==> src/hdl/touch_event_frame_decoder_unit_macros.svh <==
// Assertion macros shared by the touch event frame decoder modules
`ifndef TOUCH_EVENT_FRAME_DECODER_UNIT_MACROS_SVH
`define TOUCH_EVENT_FRAME_DECODER_UNIT_MACROS_SVH

// Check a consequence in the same cycle as its cause
`define TEFD_ASSERT_NOW(label, clk, rstn, ante, cons, msg) \
    label: assert property (@(posedge clk) disable iff (!rstn) (ante) |-> (cons)) \
        else $error(msg);

// Check a consequence in the cycle after its cause
`define TEFD_ASSERT_NEXT(label, clk, rstn, ante, cons, msg) \
    label: assert property (@(posedge clk) disable iff (!rstn) (ante) |=> (cons)) \
        else $error(msg);

`endif

==> src/hdl/tefd_pkg.sv <==
// Shared types, codes and constants of the touch event frame decoder
`default_nettype none

package tefd_pkg;

    // Field widths
    localparam int TYPE_W      = 16;
    localparam int CODE_W      = 16;
    localparam int VAL_W       = 32;
    localparam int CFG_W       = 16;
    localparam int FS_W        = 2;
    localparam int OUT_TDATA_W = 104;

    // Scaling arithmetic widths
    localparam int MAG_W  = 32;
    localparam int DISP_W = 16;
    localparam int DEN_W  = 16;
    localparam int NUM_W  = MAG_W + DISP_W;

    // Configuration port
    localparam int PADDR_W   = 5;
    localparam int PDATA_W   = 32;
    localparam int REG_IDX_W = 3;

    // Event types and codes
    localparam logic [TYPE_W-1:0] EVT_SYN = 16'd0;
    localparam logic [TYPE_W-1:0] EVT_KEY = 16'd1;
    localparam logic [TYPE_W-1:0] EVT_ABS = 16'd3;

    localparam logic [CODE_W-1:0] CODE_X        = 16'd0;
    localparam logic [CODE_W-1:0] CODE_Y        = 16'd1;
    localparam logic [CODE_W-1:0] CODE_PRESSURE = 16'd24;
    localparam logic [CODE_W-1:0] CODE_TOUCH    = 16'd330;

    // Touch key values
    localparam logic [VAL_W-1:0] KEY_PRESSED  = 32'd1;
    localparam logic [VAL_W-1:0] KEY_RELEASED = 32'd0;

    // Frame states
    localparam logic [FS_W-1:0] FS_NONE = 2'd0;
    localparam logic [FS_W-1:0] FS_DOWN = 2'd1;
    localparam logic [FS_W-1:0] FS_UP   = 2'd2;

    // Register indexes
    localparam logic [REG_IDX_W-1:0] REG_RAW_X_LOW      = 3'd0;
    localparam logic [REG_IDX_W-1:0] REG_RAW_X_HIGH     = 3'd1;
    localparam logic [REG_IDX_W-1:0] REG_RAW_Y_LOW      = 3'd2;
    localparam logic [REG_IDX_W-1:0] REG_RAW_Y_HIGH     = 3'd3;
    localparam logic [REG_IDX_W-1:0] REG_PANEL_WIDTH    = 3'd4;
    localparam logic [REG_IDX_W-1:0] REG_DISPLAY_WIDTH  = 3'd5;
    localparam logic [REG_IDX_W-1:0] REG_DISPLAY_HEIGHT = 3'd6;
    localparam logic [REG_IDX_W-1:0] REG_SCALING_ON     = 3'd7;

    // Register reset values
    localparam logic [CFG_W-1:0] RST_RAW_X_LOW      = 16'd0;
    localparam logic [CFG_W-1:0] RST_RAW_X_HIGH     = 16'd4095;
    localparam logic [CFG_W-1:0] RST_RAW_Y_LOW      = 16'd0;
    localparam logic [CFG_W-1:0] RST_RAW_Y_HIGH     = 16'd4095;
    localparam logic [CFG_W-1:0] RST_PANEL_WIDTH    = 16'd4095;
    localparam logic [CFG_W-1:0] RST_DISPLAY_WIDTH  = 16'd800;
    localparam logic [CFG_W-1:0] RST_DISPLAY_HEIGHT = 16'd480;
    localparam logic             RST_SCALING_ON     = 1'b1;

    // Controller states
    typedef enum logic [2:0] {
        ST_IDLE,
        ST_SETUP,
        ST_MUL,
        ST_DIV_LOAD,
        ST_DIV_RUN,
        ST_STORE,
        ST_EMIT
    } state_t;

    // Axis under scaling
    typedef enum logic {
        AX_X,
        AX_Y
    } axis_t;

    // Configuration registers
    typedef struct packed {
        logic [CFG_W-1:0] raw_x_low;
        logic [CFG_W-1:0] raw_x_high;
        logic [CFG_W-1:0] raw_y_low;
        logic [CFG_W-1:0] raw_y_high;
        logic [CFG_W-1:0] panel_width;
        logic [CFG_W-1:0] display_width;
        logic [CFG_W-1:0] display_height;
        logic             scaling_on;
    } cfg_t;

    // Commands from controller to datapath
    typedef struct packed {
        logic  ready;
        logic  take;
        logic  setup;
        logic  mul;
        logic  div_start;
        logic  store;
        logic  commit;
        axis_t axis;
    } cmd_t;

    // Status from datapath to controller
    typedef struct packed {
        logic is_sync;
        logic need_x;
        logic need_y;
        logic div_done;
        logic out_free;
    } sts_t;

endpackage

`default_nettype wire

==> src/hdl/tefd_div.sv <==
// Restoring unsigned divider, one quotient bit per cycle
`default_nettype none

module tefd_div #(
    parameter int NUM_W = tefd_pkg::NUM_W,
    parameter int DEN_W = tefd_pkg::DEN_W
) (
    input  wire logic             aclk,
    input  wire logic             aresetn,
    input  wire logic             start,
    input  wire logic [NUM_W-1:0] dividend,
    input  wire logic [DEN_W-1:0] divisor,
    output logic      [NUM_W-1:0] quotient,
    output logic                  done
);

    localparam int CNT_W = $clog2(NUM_W + 1);
    localparam logic [CNT_W-1:0] LAST_STEP = CNT_W'(NUM_W - 1);

    logic [NUM_W-1:0] quo_reg, quo_next;
    logic [DEN_W-1:0] rem_reg, rem_next;
    logic [DEN_W-1:0] den_reg, den_next;
    logic [CNT_W-1:0] cnt_reg, cnt_next;
    logic             busy_reg, busy_next;
    logic             done_reg, done_next;

    logic [DEN_W:0]   rem_shift;
    logic [DEN_W:0]   rem_diff;
    logic             fits;

    // Trial subtract of the divisor from the shifted remainder
    always_comb begin
        rem_shift = {rem_reg, quo_reg[NUM_W-1]};
        rem_diff  = rem_shift - {1'b0, den_reg};
        fits      = (rem_shift >= {1'b0, den_reg});
    end

    // Load on start, then shift one bit in per cycle
    always_comb begin
        quo_next  = quo_reg;
        rem_next  = rem_reg;
        den_next  = den_reg;
        cnt_next  = cnt_reg;
        busy_next = busy_reg;
        done_next = done_reg;
        if (start) begin
            quo_next  = dividend;
            rem_next  = '0;
            den_next  = divisor;
            cnt_next  = '0;
            busy_next = 1'b1;
            done_next = 1'b0;
        end else if (busy_reg) begin
            quo_next = {quo_reg[NUM_W-2:0], fits};
            rem_next = fits ? rem_diff[DEN_W-1:0] : rem_shift[DEN_W-1:0];
            cnt_next = cnt_reg + CNT_W'(1);
            if (cnt_reg == LAST_STEP) begin
                busy_next = 1'b0;
                done_next = 1'b1;
            end
        end
    end

    always_ff @(posedge aclk) begin
        if (!aresetn) begin
            cnt_reg  <= '0;
            busy_reg <= 1'b0;
            done_reg <= 1'b0;
        end else begin
            cnt_reg  <= cnt_next;
            busy_reg <= busy_next;
            done_reg <= done_next;
        end
    end

    always_ff @(posedge aclk) begin
        quo_reg <= quo_next;
        rem_reg <= rem_next;
        den_reg <= den_next;
    end

    assign quotient = quo_reg;
    assign done     = done_reg;

endmodule

`default_nettype wire

==> src/hdl/tefd_dp.sv <==
// Datapath: frame capture, held coordinates, scaling and result register
`default_nettype none
`include "touch_event_frame_decoder_unit_macros.svh"

module tefd_dp (
    input  wire logic                          aclk,
    input  wire logic                          aresetn,
    input  wire tefd_pkg::cfg_t                cfg,
    input  wire tefd_pkg::cmd_t                cmd,
    output tefd_pkg::sts_t                     sts,
    input  wire logic [tefd_pkg::TYPE_W-1:0]   in_type,
    input  wire logic [tefd_pkg::CODE_W-1:0]   in_code,
    input  wire logic [tefd_pkg::VAL_W-1:0]    in_value,
    output logic                               out_valid,
    input  wire logic                          out_ready,
    output logic [tefd_pkg::FS_W-1:0]          out_state,
    output logic [tefd_pkg::VAL_W-1:0]         out_x,
    output logic [tefd_pkg::VAL_W-1:0]         out_y,
    output logic [tefd_pkg::VAL_W-1:0]         out_pressure
);

    localparam int VAL_W  = tefd_pkg::VAL_W;
    localparam int FS_W   = tefd_pkg::FS_W;
    localparam int MAG_W  = tefd_pkg::MAG_W;
    localparam int DISP_W = tefd_pkg::DISP_W;
    localparam int DEN_W  = tefd_pkg::DEN_W;
    localparam int NUM_W  = tefd_pkg::NUM_W;
    localparam int CFG_W  = tefd_pkg::CFG_W;
    localparam int XW     = VAL_W + 1;
    localparam int DW     = VAL_W + 2;

    localparam logic [VAL_W-1:0] INT_MAX = {1'b0, {(VAL_W-1){1'b1}}};
    localparam logic [VAL_W-1:0] INT_MIN = {1'b1, {(VAL_W-1){1'b0}}};
    localparam logic [NUM_W-1:0] Q_POS_LIMIT = NUM_W'(INT_MAX);
    localparam logic [NUM_W-1:0] Q_NEG_LIMIT = NUM_W'(INT_MIN);

    // Frame and held state
    logic [FS_W-1:0]  pend_state_reg, pend_state_next;
    logic [XW-1:0]    pend_x_reg, pend_x_next;
    logic             x_seen_reg, x_seen_next;
    logic [VAL_W-1:0] pend_y_reg, pend_y_next;
    logic             y_seen_reg, y_seen_next;
    logic [VAL_W-1:0] held_x_reg, held_x_next;
    logic [VAL_W-1:0] held_y_reg, held_y_next;
    logic [VAL_W-1:0] held_p_reg, held_p_next;

    // Scaling operands and results
    logic [MAG_W-1:0]  mag_reg, mag_next;
    logic              neg_reg, neg_next;
    logic [DISP_W-1:0] disp_reg, disp_next;
    logic [DEN_W-1:0]  den_mag_reg, den_mag_next;
    logic [NUM_W-1:0]  prod_reg, prod_next;
    logic [VAL_W-1:0]  res_x_reg, res_x_next;
    logic [VAL_W-1:0]  res_y_reg, res_y_next;

    // Result register
    logic             out_valid_reg, out_valid_next;
    logic [FS_W-1:0]  out_state_reg, out_state_next;
    logic [VAL_W-1:0] out_x_reg, out_x_next;
    logic [VAL_W-1:0] out_y_reg, out_y_next;
    logic [VAL_W-1:0] out_p_reg, out_p_next;

    logic signed [DW-1:0] sel_v, sel_lo, diff, diff_abs;
    logic signed [DEN_W:0] den, den_abs;
    logic [CFG_W-1:0]      sel_hi;
    logic [NUM_W-1:0]      quotient;
    logic                  div_done;
    logic [VAL_W-1:0]      q_sat;
    logic [VAL_W-1:0]      x_raw_sat;
    logic                  x_flat, y_flat;

    tefd_div #(
        .NUM_W (NUM_W),
        .DEN_W (DEN_W)
    ) u_div (
        .aclk     (aclk),
        .aresetn  (aresetn),
        .start    (cmd.div_start),
        .dividend (prod_reg),
        .divisor  (den_mag_reg),
        .quotient (quotient),
        .done     (div_done)
    );

    // Flat calibration on an axis gives zero when scaling is on
    assign x_flat = (cfg.raw_x_high == cfg.raw_x_low);
    assign y_flat = (cfg.raw_y_high == cfg.raw_y_low);

    // Status to the controller
    always_comb begin
        sts.is_sync  = (in_type == tefd_pkg::EVT_SYN);
        sts.need_x   = (pend_state_reg != tefd_pkg::FS_UP) && cfg.scaling_on
                       && x_seen_reg && !x_flat;
        sts.need_y   = (pend_state_reg != tefd_pkg::FS_UP) && cfg.scaling_on
                       && y_seen_reg && !y_flat;
        sts.div_done = div_done;
        sts.out_free = !out_valid_reg || out_ready;
    end

    // Select axis operands and take signed offset and span apart
    always_comb begin
        if (cmd.axis == tefd_pkg::AX_X) begin
            sel_v     = {pend_x_reg[XW-1], pend_x_reg};
            sel_lo    = DW'(cfg.raw_x_low);
            sel_hi    = cfg.raw_x_high;
            disp_next = cfg.display_width;
        end else begin
            sel_v     = {{2{pend_y_reg[VAL_W-1]}}, pend_y_reg};
            sel_lo    = DW'(cfg.raw_y_low);
            sel_hi    = cfg.raw_y_high;
            disp_next = cfg.display_height;
        end
        diff     = sel_v - sel_lo;
        diff_abs = diff[DW-1] ? -diff : diff;
        den      = $signed({1'b0, sel_hi}) - $signed({1'b0, sel_lo[CFG_W-1:0]});
        den_abs  = den[DEN_W] ? -den : den;
        mag_next     = diff_abs[MAG_W-1:0];
        den_mag_next = den_abs[DEN_W-1:0];
        neg_next     = diff[DW-1] ^ den[DEN_W];
    end

    // Multiply offset magnitude by the display size
    assign prod_next = NUM_W'(mag_reg) * NUM_W'(disp_reg);

    // Apply sign and saturate the quotient
    always_comb begin
        if (neg_reg) begin
            q_sat = (quotient > Q_NEG_LIMIT) ? INT_MIN : (-quotient[VAL_W-1:0]);
        end else begin
            q_sat = (quotient > Q_POS_LIMIT) ? INT_MAX : quotient[VAL_W-1:0];
        end
    end

    // Saturate the mirrored X when passed unscaled
    always_comb begin
        if (pend_x_reg[XW-1] != pend_x_reg[XW-2]) begin
            x_raw_sat = pend_x_reg[XW-1] ? INT_MIN : INT_MAX;
        end else begin
            x_raw_sat = pend_x_reg[VAL_W-1:0];
        end
    end

    // Capture events, store scaled values, close the frame
    always_comb begin
        pend_state_next = pend_state_reg;
        pend_x_next     = pend_x_reg;
        x_seen_next     = x_seen_reg;
        pend_y_next     = pend_y_reg;
        y_seen_next     = y_seen_reg;
        held_x_next     = held_x_reg;
        held_y_next     = held_y_reg;
        held_p_next     = held_p_reg;
        res_x_next      = res_x_reg;
        res_y_next      = res_y_reg;
        out_state_next  = out_state_reg;
        out_x_next      = out_x_reg;
        out_y_next      = out_y_reg;
        out_p_next      = out_p_reg;
        out_valid_next  = out_valid_reg;

        if (out_ready) begin
            out_valid_next = 1'b0;
        end

        // Gather one event into the frame
        if (cmd.take) begin
            if (in_type == tefd_pkg::EVT_KEY && in_code == tefd_pkg::CODE_TOUCH) begin
                if (in_value == tefd_pkg::KEY_PRESSED) begin
                    pend_state_next = tefd_pkg::FS_DOWN;
                end else if (in_value == tefd_pkg::KEY_RELEASED) begin
                    pend_state_next = tefd_pkg::FS_UP;
                end
            end else if (in_type == tefd_pkg::EVT_ABS) begin
                if (in_code == tefd_pkg::CODE_X) begin
                    pend_x_next = XW'(cfg.panel_width) - {in_value[VAL_W-1], in_value};
                    x_seen_next = 1'b1;
                end else if (in_code == tefd_pkg::CODE_Y) begin
                    pend_y_next = in_value;
                    y_seen_next = 1'b1;
                end else if (in_code == tefd_pkg::CODE_PRESSURE) begin
                    held_p_next = in_value;
                end
            end
        end

        // Keep the finished quotient for its axis
        if (cmd.store) begin
            if (cmd.axis == tefd_pkg::AX_X) begin
                res_x_next = q_sat;
            end else begin
                res_y_next = q_sat;
            end
        end

        // Update held coordinates, load the result, clear the frame
        if (cmd.commit) begin
            if (pend_state_reg != tefd_pkg::FS_UP) begin
                if (x_seen_reg) begin
                    if (cfg.scaling_on) begin
                        held_x_next = x_flat ? '0 : res_x_reg;
                    end else begin
                        held_x_next = x_raw_sat;
                    end
                end
                if (y_seen_reg) begin
                    if (cfg.scaling_on) begin
                        held_y_next = y_flat ? '0 : res_y_reg;
                    end else begin
                        held_y_next = pend_y_reg;
                    end
                end
            end
            out_state_next  = pend_state_reg;
            out_x_next      = held_x_next;
            out_y_next      = held_y_next;
            out_p_next      = held_p_reg;
            out_valid_next  = 1'b1;
            pend_state_next = tefd_pkg::FS_NONE;
            pend_x_next     = '0;
            x_seen_next     = 1'b0;
            pend_y_next     = '0;
            y_seen_next     = 1'b0;
        end
    end

    // Architectural state
    always_ff @(posedge aclk) begin
        if (!aresetn) begin
            pend_state_reg <= tefd_pkg::FS_NONE;
            pend_x_reg     <= '0;
            x_seen_reg     <= 1'b0;
            pend_y_reg     <= '0;
            y_seen_reg     <= 1'b0;
            held_x_reg     <= '0;
            held_y_reg     <= '0;
            held_p_reg     <= '0;
            out_valid_reg  <= 1'b0;
        end else begin
            pend_state_reg <= pend_state_next;
            pend_x_reg     <= pend_x_next;
            x_seen_reg     <= x_seen_next;
            pend_y_reg     <= pend_y_next;
            y_seen_reg     <= y_seen_next;
            held_x_reg     <= held_x_next;
            held_y_reg     <= held_y_next;
            held_p_reg     <= held_p_next;
            out_valid_reg  <= out_valid_next;
        end
    end

    // Working and payload registers
    always_ff @(posedge aclk) begin
        if (cmd.setup) begin
            mag_reg     <= mag_next;
            neg_reg     <= neg_next;
            disp_reg    <= disp_next;
            den_mag_reg <= den_mag_next;
        end
        if (cmd.mul) begin
            prod_reg <= prod_next;
        end
        res_x_reg     <= res_x_next;
        res_y_reg     <= res_y_next;
        out_state_reg <= out_state_next;
        out_x_reg     <= out_x_next;
        out_y_reg     <= out_y_next;
        out_p_reg     <= out_p_next;
    end

    assign out_valid    = out_valid_reg;
    assign out_state    = out_state_reg;
    assign out_x        = out_x_reg;
    assign out_y        = out_y_reg;
    assign out_pressure = out_p_reg;

    `TEFD_ASSERT_NEXT(a_commit_clears_frame, aclk, aresetn, cmd.commit,
        (!x_seen_reg && !y_seen_reg && pend_state_reg == tefd_pkg::FS_NONE && out_valid_reg),
        "frame not cleared or result not posted after commit")

endmodule

`default_nettype wire

==> src/hdl/tefd_ctrl.sv <==
// Controller: sequences capture, per-axis scaling and result posting
`default_nettype none
`include "touch_event_frame_decoder_unit_macros.svh"

module tefd_ctrl (
    input  wire logic           aclk,
    input  wire logic           aresetn,
    input  wire logic           in_valid,
    input  wire tefd_pkg::sts_t sts,
    output tefd_pkg::cmd_t      cmd
);

    tefd_pkg::state_t state_reg, state_next;
    tefd_pkg::axis_t  axis_reg, axis_next;

    // Next state and axis
    always_comb begin
        state_next = state_reg;
        axis_next  = axis_reg;
        unique case (state_reg)
            tefd_pkg::ST_IDLE: begin
                if (in_valid && sts.is_sync) begin
                    if (sts.need_x) begin
                        state_next = tefd_pkg::ST_SETUP;
                        axis_next  = tefd_pkg::AX_X;
                    end else if (sts.need_y) begin
                        state_next = tefd_pkg::ST_SETUP;
                        axis_next  = tefd_pkg::AX_Y;
                    end else begin
                        state_next = tefd_pkg::ST_EMIT;
                    end
                end
            end
            tefd_pkg::ST_SETUP:    state_next = tefd_pkg::ST_MUL;
            tefd_pkg::ST_MUL:      state_next = tefd_pkg::ST_DIV_LOAD;
            tefd_pkg::ST_DIV_LOAD: state_next = tefd_pkg::ST_DIV_RUN;
            tefd_pkg::ST_DIV_RUN: begin
                if (sts.div_done) begin
                    state_next = tefd_pkg::ST_STORE;
                end
            end
            tefd_pkg::ST_STORE: begin
                if (axis_reg == tefd_pkg::AX_X && sts.need_y) begin
                    state_next = tefd_pkg::ST_SETUP;
                    axis_next  = tefd_pkg::AX_Y;
                end else begin
                    state_next = tefd_pkg::ST_EMIT;
                end
            end
            tefd_pkg::ST_EMIT: begin
                if (sts.out_free) begin
                    state_next = tefd_pkg::ST_IDLE;
                end
            end
            default: state_next = tefd_pkg::ST_IDLE;
        endcase
    end

    // Commands to the datapath
    always_comb begin
        cmd.ready     = (state_reg == tefd_pkg::ST_IDLE);
        cmd.take      = (state_reg == tefd_pkg::ST_IDLE) && in_valid;
        cmd.setup     = (state_reg == tefd_pkg::ST_SETUP);
        cmd.mul       = (state_reg == tefd_pkg::ST_MUL);
        cmd.div_start = (state_reg == tefd_pkg::ST_DIV_LOAD);
        cmd.store     = (state_reg == tefd_pkg::ST_STORE);
        cmd.commit    = (state_reg == tefd_pkg::ST_EMIT) && sts.out_free;
        cmd.axis      = axis_reg;
    end

    always_ff @(posedge aclk) begin
        if (!aresetn) begin
            state_reg <= tefd_pkg::ST_IDLE;
            axis_reg  <= tefd_pkg::AX_X;
        end else begin
            state_reg <= state_next;
            axis_reg  <= axis_next;
        end
    end

    `TEFD_ASSERT_NEXT(a_sync_no_scale_emits, aclk, aresetn,
        (cmd.take && sts.is_sync && !sts.need_x && !sts.need_y),
        (state_reg == tefd_pkg::ST_EMIT),
        "sync with nothing to scale did not go straight to emit")

    `TEFD_ASSERT_NEXT(a_x_then_y, aclk, aresetn,
        (state_reg == tefd_pkg::ST_STORE && axis_reg == tefd_pkg::AX_X && sts.need_y),
        (state_reg == tefd_pkg::ST_SETUP && axis_reg == tefd_pkg::AX_Y),
        "Y scaling not started after X")

    `TEFD_ASSERT_NOW(a_setup_only_when_needed, aclk, aresetn,
        (state_reg == tefd_pkg::ST_SETUP),
        ((axis_reg == tefd_pkg::AX_X && sts.need_x) || (axis_reg == tefd_pkg::AX_Y && sts.need_y)),
        "scaling started on an axis that needs none")

endmodule

`default_nettype wire

==> src/hdl/touch_event_frame_decoder_unit.sv <==
// Top level: touch event frame decoder with calibration scaling
//
//  Port group  Dir  Handshake        Payload
//  s_          in   tvalid/tready    tuser: ev_type, ev_code; tdata: ev_value
//  m_          out  tvalid/tready    tdata: frame_state, pos_x, pos_y, pressure_out
//  APB         in   psel/penable     8 registers at byte address 4*index
//
//  Key, axis and unknown events leave the controller idle. A sync runs setup,
//  multiply, divider load, 48-step divider run and store per scaled axis, then
//  emit; X and Y share the divider. s_tready is low while a sync is worked on;
//  a result waits in the output register, and the next sync holds in emit while
//  that register is full and m_tready is low. aresetn is synchronous and active
//  low; it restores register defaults and clears the frame and held coordinates.
`default_nettype none

module touch_event_frame_decoder_unit (
    input  wire logic                                aclk,
    input  wire logic                                aresetn,
    // Input items
    input  wire logic                                s_tvalid,
    output logic                                     s_tready,
    input  wire logic [tefd_pkg::VAL_W-1:0]          s_tdata,   // [31:0] ev_value
    // [15:0] ev_type, [31:16] ev_code
    input  wire logic [tefd_pkg::TYPE_W+tefd_pkg::CODE_W-1:0] s_tuser,
    // Result items
    output logic                                     m_tvalid,
    input  wire logic                                m_tready,
    // [1:0] frame_state, [33:2] pos_x, [65:34] pos_y, [97:66] pressure_out, rest zero
    output logic [tefd_pkg::OUT_TDATA_W-1:0]         m_tdata,
    // Configuration
    input  wire logic                                psel,
    input  wire logic                                penable,
    input  wire logic                                pwrite,
    input  wire logic [tefd_pkg::PADDR_W-1:0]        paddr,
    input  wire logic [tefd_pkg::PDATA_W-1:0]        pwdata,
    output logic [tefd_pkg::PDATA_W-1:0]             prdata,
    output logic                                     pready
);

    localparam int TYPE_W  = tefd_pkg::TYPE_W;
    localparam int CODE_W  = tefd_pkg::CODE_W;
    localparam int VAL_W   = tefd_pkg::VAL_W;
    localparam int FS_W    = tefd_pkg::FS_W;
    localparam int CFG_W   = tefd_pkg::CFG_W;
    localparam int PDATA_W = tefd_pkg::PDATA_W;
    localparam int PAD_W   = tefd_pkg::OUT_TDATA_W - FS_W - 3 * VAL_W;

    tefd_pkg::cfg_t cfg_reg, cfg_next;
    tefd_pkg::cmd_t cmd;
    tefd_pkg::sts_t sts;

    logic [tefd_pkg::REG_IDX_W-1:0] reg_idx;
    logic                           cfg_wr;
    logic [FS_W-1:0]                out_state;
    logic [VAL_W-1:0]               out_x, out_y, out_p;

    assign reg_idx = paddr[tefd_pkg::PADDR_W-1:2];
    assign cfg_wr  = psel && penable && pwrite && pready;
    assign pready  = 1'b1;

    // Register writes
    always_comb begin
        cfg_next = cfg_reg;
        if (cfg_wr) begin
            unique case (reg_idx)
                tefd_pkg::REG_RAW_X_LOW:      cfg_next.raw_x_low      = pwdata[CFG_W-1:0];
                tefd_pkg::REG_RAW_X_HIGH:     cfg_next.raw_x_high     = pwdata[CFG_W-1:0];
                tefd_pkg::REG_RAW_Y_LOW:      cfg_next.raw_y_low      = pwdata[CFG_W-1:0];
                tefd_pkg::REG_RAW_Y_HIGH:     cfg_next.raw_y_high     = pwdata[CFG_W-1:0];
                tefd_pkg::REG_PANEL_WIDTH:    cfg_next.panel_width    = pwdata[CFG_W-1:0];
                tefd_pkg::REG_DISPLAY_WIDTH:  cfg_next.display_width  = pwdata[CFG_W-1:0];
                tefd_pkg::REG_DISPLAY_HEIGHT: cfg_next.display_height = pwdata[CFG_W-1:0];
                tefd_pkg::REG_SCALING_ON:     cfg_next.scaling_on     = pwdata[0];
                default:                      cfg_next = cfg_reg;
            endcase
        end
    end

    // Register reads
    always_comb begin
        unique case (reg_idx)
            tefd_pkg::REG_RAW_X_LOW:      prdata = PDATA_W'(cfg_reg.raw_x_low);
            tefd_pkg::REG_RAW_X_HIGH:     prdata = PDATA_W'(cfg_reg.raw_x_high);
            tefd_pkg::REG_RAW_Y_LOW:      prdata = PDATA_W'(cfg_reg.raw_y_low);
            tefd_pkg::REG_RAW_Y_HIGH:     prdata = PDATA_W'(cfg_reg.raw_y_high);
            tefd_pkg::REG_PANEL_WIDTH:    prdata = PDATA_W'(cfg_reg.panel_width);
            tefd_pkg::REG_DISPLAY_WIDTH:  prdata = PDATA_W'(cfg_reg.display_width);
            tefd_pkg::REG_DISPLAY_HEIGHT: prdata = PDATA_W'(cfg_reg.display_height);
            tefd_pkg::REG_SCALING_ON:     prdata = PDATA_W'(cfg_reg.scaling_on);
            default:                      prdata = '0;
        endcase
    end

    always_ff @(posedge aclk) begin
        if (!aresetn) begin
            cfg_reg.raw_x_low      <= tefd_pkg::RST_RAW_X_LOW;
            cfg_reg.raw_x_high     <= tefd_pkg::RST_RAW_X_HIGH;
            cfg_reg.raw_y_low      <= tefd_pkg::RST_RAW_Y_LOW;
            cfg_reg.raw_y_high     <= tefd_pkg::RST_RAW_Y_HIGH;
            cfg_reg.panel_width    <= tefd_pkg::RST_PANEL_WIDTH;
            cfg_reg.display_width  <= tefd_pkg::RST_DISPLAY_WIDTH;
            cfg_reg.display_height <= tefd_pkg::RST_DISPLAY_HEIGHT;
            cfg_reg.scaling_on     <= tefd_pkg::RST_SCALING_ON;
        end else begin
            cfg_reg <= cfg_next;
        end
    end

    tefd_ctrl u_ctrl (
        .aclk     (aclk),
        .aresetn  (aresetn),
        .in_valid (s_tvalid),
        .sts      (sts),
        .cmd      (cmd)
    );

    tefd_dp u_dp (
        .aclk         (aclk),
        .aresetn      (aresetn),
        .cfg          (cfg_reg),
        .cmd          (cmd),
        .sts          (sts),
        .in_type      (s_tuser[TYPE_W-1:0]),
        .in_code      (s_tuser[TYPE_W+CODE_W-1:TYPE_W]),
        .in_value     (s_tdata),
        .out_valid    (m_tvalid),
        .out_ready    (m_tready),
        .out_state    (out_state),
        .out_x        (out_x),
        .out_y        (out_y),
        .out_pressure (out_p)
    );

    assign s_tready = cmd.ready;
    assign m_tdata  = {{PAD_W{1'b0}}, out_p, out_y, out_x, out_state};

endmodule

`default_nettype wire
==> config.mk <==
export PLATFORM = sky130hd
export DESIGN_NAME = touch_event_frame_decoder_unit
export DESIGN_NICKNAME = d
export VERILOG_FILES = /design/src/hdl/tefd_pkg.sv /design/src/hdl/tefd_div.sv /design/src/hdl/tefd_dp.sv /design/src/hdl/tefd_ctrl.sv /design/src/hdl/touch_event_frame_decoder_unit.sv
export VERILOG_INCLUDE_DIRS = /design/src /design/src/hdl
export SDC_FILE = /design/constraint.sdc
export NUM_CORES = 2
export LEC_CHECK = 0
export BUFFER_PORTS_ARGS = -buffer_cell sky130_fd_sc_hd__buf_2
export CORE_MARGIN = 2
export CORE_UTILIZATION = 45
export CTS_BUF_LIST = sky130_fd_sc_hd__clkbuf_16
export CTS_CLUSTER_DIAMETER = 50
export DETAILED_ROUTE_END_ITERATION = 10
export PLACE_DENSITY = 0.69
export SYNTH_ARGS = -nofsm -noshare
export SYNTH_HDL_FRONTEND = slang
export SYNTH_SLANG_ARGS = --single-unit
==> constraint.sdc <==
create_clock -name aclk -period 6.2 [get_ports aclk]
set_clock_uncertainty 0.15 [all_clocks]
set_input_delay 1.24 -clock aclk [delete_from_list [all_inputs] [get_ports aclk]]
set_output_delay 1.24 -clock aclk [all_outputs]
set_load 0.005 [all_outputs]
==> flow_summary_export.csv <==
group,metric,value,unit
logic_synthesis,synth-seq-area-share,0.335,
die,die_y,333,um
drt,drtIter0Drc,3490,
clocking,clock_path_buffers,3,
logic_synthesis,synth_mux_area_frac,0.0470,
die,start_util,0.454,
logic_synthesis,synthCells,5238,
sta,period_needed,6.63,ns
global_route,antenna_found_initial,5,
logic_synthesis,yosysUniqueCellTypes,105,
cells_and_area,largest_reg_flops,113,
logic_synthesis,synth_xor_area_frac,0.0320,
setup_path,crit_buf_inv,8,
sta,worst_slack,-0.432,ns
drt,wl_per_cell,19.4,um
logic_synthesis,async_reset_ff_frac,0,
outcome,status,"finished, violations left",
global_route,grt_max_degree,116,
logic_synthesis,yosysWarnings,0,
clocking,cts_buffers,68,
placed_design,routabilityCongestion,0.975,
setup_path,path_max_fanout,7,
flow_run,maxCapViolCount,1,
logic_synthesis,synthAdderAreaFrac,0.222,
clocking,clockRootBuffer,"clkbuf_16",
setup_path,crit_type,"reg2reg",
logic_synthesis,synth-compound-area-share,0.108,
outcome,violations,"max-capacitance violations, max-slew violations, negative setup slack",
logic_synthesis,ys.flop_type,"edfxtp_1",
sta,maxSlewViolCount,2,
logic_synthesis,synthSimpleGateAreaFrac,0.188,
die,rows,120,
setup_path,critical_path.top_delay_family,"adder cells",
clocking,clkSlewWorstSetupHoldPaths,0.06,ns
placed_design,portBuffers,205,
sta,finalSetupViolations,20,
setup_path,path_cells,"buf_12, buf_4, and2_4, fa_1, inv_1, fa_1, fa_2, inv_1, fa_1, fa_1, inv_1, fa_1, inv_2, ha_4, buf_4, a211oi_2, a31oi_1, a221oi_1, o21ai_1, buf_4, a211o_4, nand3_4, nand3_2, xor2_1",
sta,slew_headroom,-0.0164,
setup_path,cpMostUsedCell,"fa_1",
setup_path,slowest_delay,0.53,ns
placed_design,dp_hpwl,103,mm
drt,routed_wl,136,mm
cells_and_area,layout_commonest_cell,"nand2_1",
sta,timing.final.crit_share,1.07,
sta,hold_viol,0,
logic_synthesis,syn_avg_cell_area,9.30,um^2
cells_and_area,most-common-layout-cells,"nand2_1, inv_1, fa_1, edfxtp_1, dfxtp_1",
die,ios,247,
logic_synthesis,synth_top_family_by_area,"adder cells",
die,dieArea,0.111,mm^2
setup_path,critPathArrivalTime,6.85,ns
setup_path,worstPathRequired,6.41,ns
global_route,grt_pass1_wl,212,mm
drt,vias_per_cell,5.56,
logic_synthesis,synth-seq-cells,646,
setup_path,end_kind,"register",
setup_path,slowest_stage,"fa_2",
setup_path,start_kind,"register",
global_route,grt.overflow.total,0,
logic_synthesis,synth-edff-count,339,
die,fp.dieW,333,um
sta,fmax,151,MHz
global_route,grt_usage,0.242,
placed_design,dp_worst_setup_slack,-0.571,ns
hold_path,min-delay-path-class,"reg2reg",
sta,rsz0062_at_grt,"yes",
global_route,grt_pass1_vias,37900,
clocking,cts_tree,"done",
sta,worst_pin_slew,1.51,ns
clocking,htreeDepth,3,
cells_and_area,drive_gt1_frac,0.148,
setup_path,ff2ff_setup_slack,-0.43,ns
sta,fin_tns_setup,-5.78,ns
cells_and_area,area_delta_synth_final,14.4,%
cells_and_area,final_nets,6241,
clocking,cts.sinks,646,
drt,dr.pass1.iters,6,
drt,drc,0,
clocking,insertion_delay,0.66,ns
die,core,0.107,mm^2
logic_synthesis,syn_area,0.0487,mm^2
drt,ant_nets,0,
drt,vias,38800,
==> synthesized netlist by cell type, types with 8 or more instances <==
cell type	instances	area (um^2)
o21bai_1	8	60.1
o211ai_1	23	173
o21ai_0	167	836
nor3b_1	8	60.1
xnor2_1	129	1130
and2_1	222	1390
nand4_1	38	238
nor4_1	20	125
fa_1	422	8450
mux2i_1	161	1610
inv_1	551	2070
a21boi_0	78	586
a211oi_1	31	233
a211o_1	12	105
nor3_1	76	380
xor2_1	49	429
and3_1	24	150
o31ai_1	23	173
o21a_1	15	113
nand2_1	925	3470
dfxtp_1	307	6150
a21o_1	31	233
or4_1	13	97.6
o41ai_1	13	114
or2_2	14	87.6
nand3_1	100	500
o22ai_1	8	50.1
ha_1	188	2350
nor2b_1	123	769
a31oi_1	22	138
or3_1	27	169
nand2b_1	29	181
buf_1	15	56.3
mux2_2	47	529
nor2_1	295	1110
o311ai_0	28	245
buf_4	24	180
a21oi_1	212	1060
clkbuf_1	241	905
a221oi_1	36	315
edfxtp_1	339	10200
==> worst paths after layout <==
kind / startpoint / endpoint / cells after the start
max: u_dp.disp_reg[5] / u_dp.prod_reg[43] / 24
min: u_dp.den_mag_reg[14] / u_dp.u_div.den_reg[14] / 0
max reg2reg: u_dp.disp_reg[5] / u_dp.prod_reg[43] / 24
min reg2reg: u_dp.den_mag_reg[14] / u_dp.u_div.den_reg[14] / 0
==> layer usage <==
layer | GRT usage | part of all wire | vias up
met3 | 0.0483 | 0.083 | 260
met4 | 0.0746 | 0.031 | 4
met5 | 0 | 0.00018 | -
met2 | 0.393 | 0.47 | 1418
met1 | 0.324 | 0.42 | 19100
li1 | - | - | 18000
==> cells by family (layout without fill, tap and decap cells) <==
logic type,after synthesis,count (layout)
other cells,2,25
flops,646,646
simple gates,1956,1956
buf+inv,847,1167
fa+ha+maj,610,610
mux,215,215
xor+xnor,178,178
compound gates,784,784
==> cell type report <==
type,instances,area (um^2)
fillers,9707,51500
multi-input cells,3766,29800
flip-flops and latches,646,16300
repair buffers,488,3560
inverters,553,2080
well taps,1403,1760
clock buffers,69,1730
clock inverters,57,488
diodes,2,5.00
==> per-stage QoR <==
step	std cells	cell area (um^2)	util	hold slack, ns
after global placement	6826	52800	0.492	0.253
final	6984	55700	0.520	0.247
after floorplan	5259	49000	-	0.250
after detailed placement	6826	52800	0.492	0.255
after global routing	6982	55700	0.520	0.263
after CTS	6975	55500	0.517	0.247
==> repair_timing <==
action / 4_1_cts / 5_1_grt
pin swaps: 63 / 21
hold buffers: 0 / 0
resized for setup: 75 / 42
buffers inserted: 23 / 7
setup endpoints to repair: 22 / 33
Power is not shown: default switching activity piles up to over one toggle a cycle in this logic, so the estimate is an artifact.
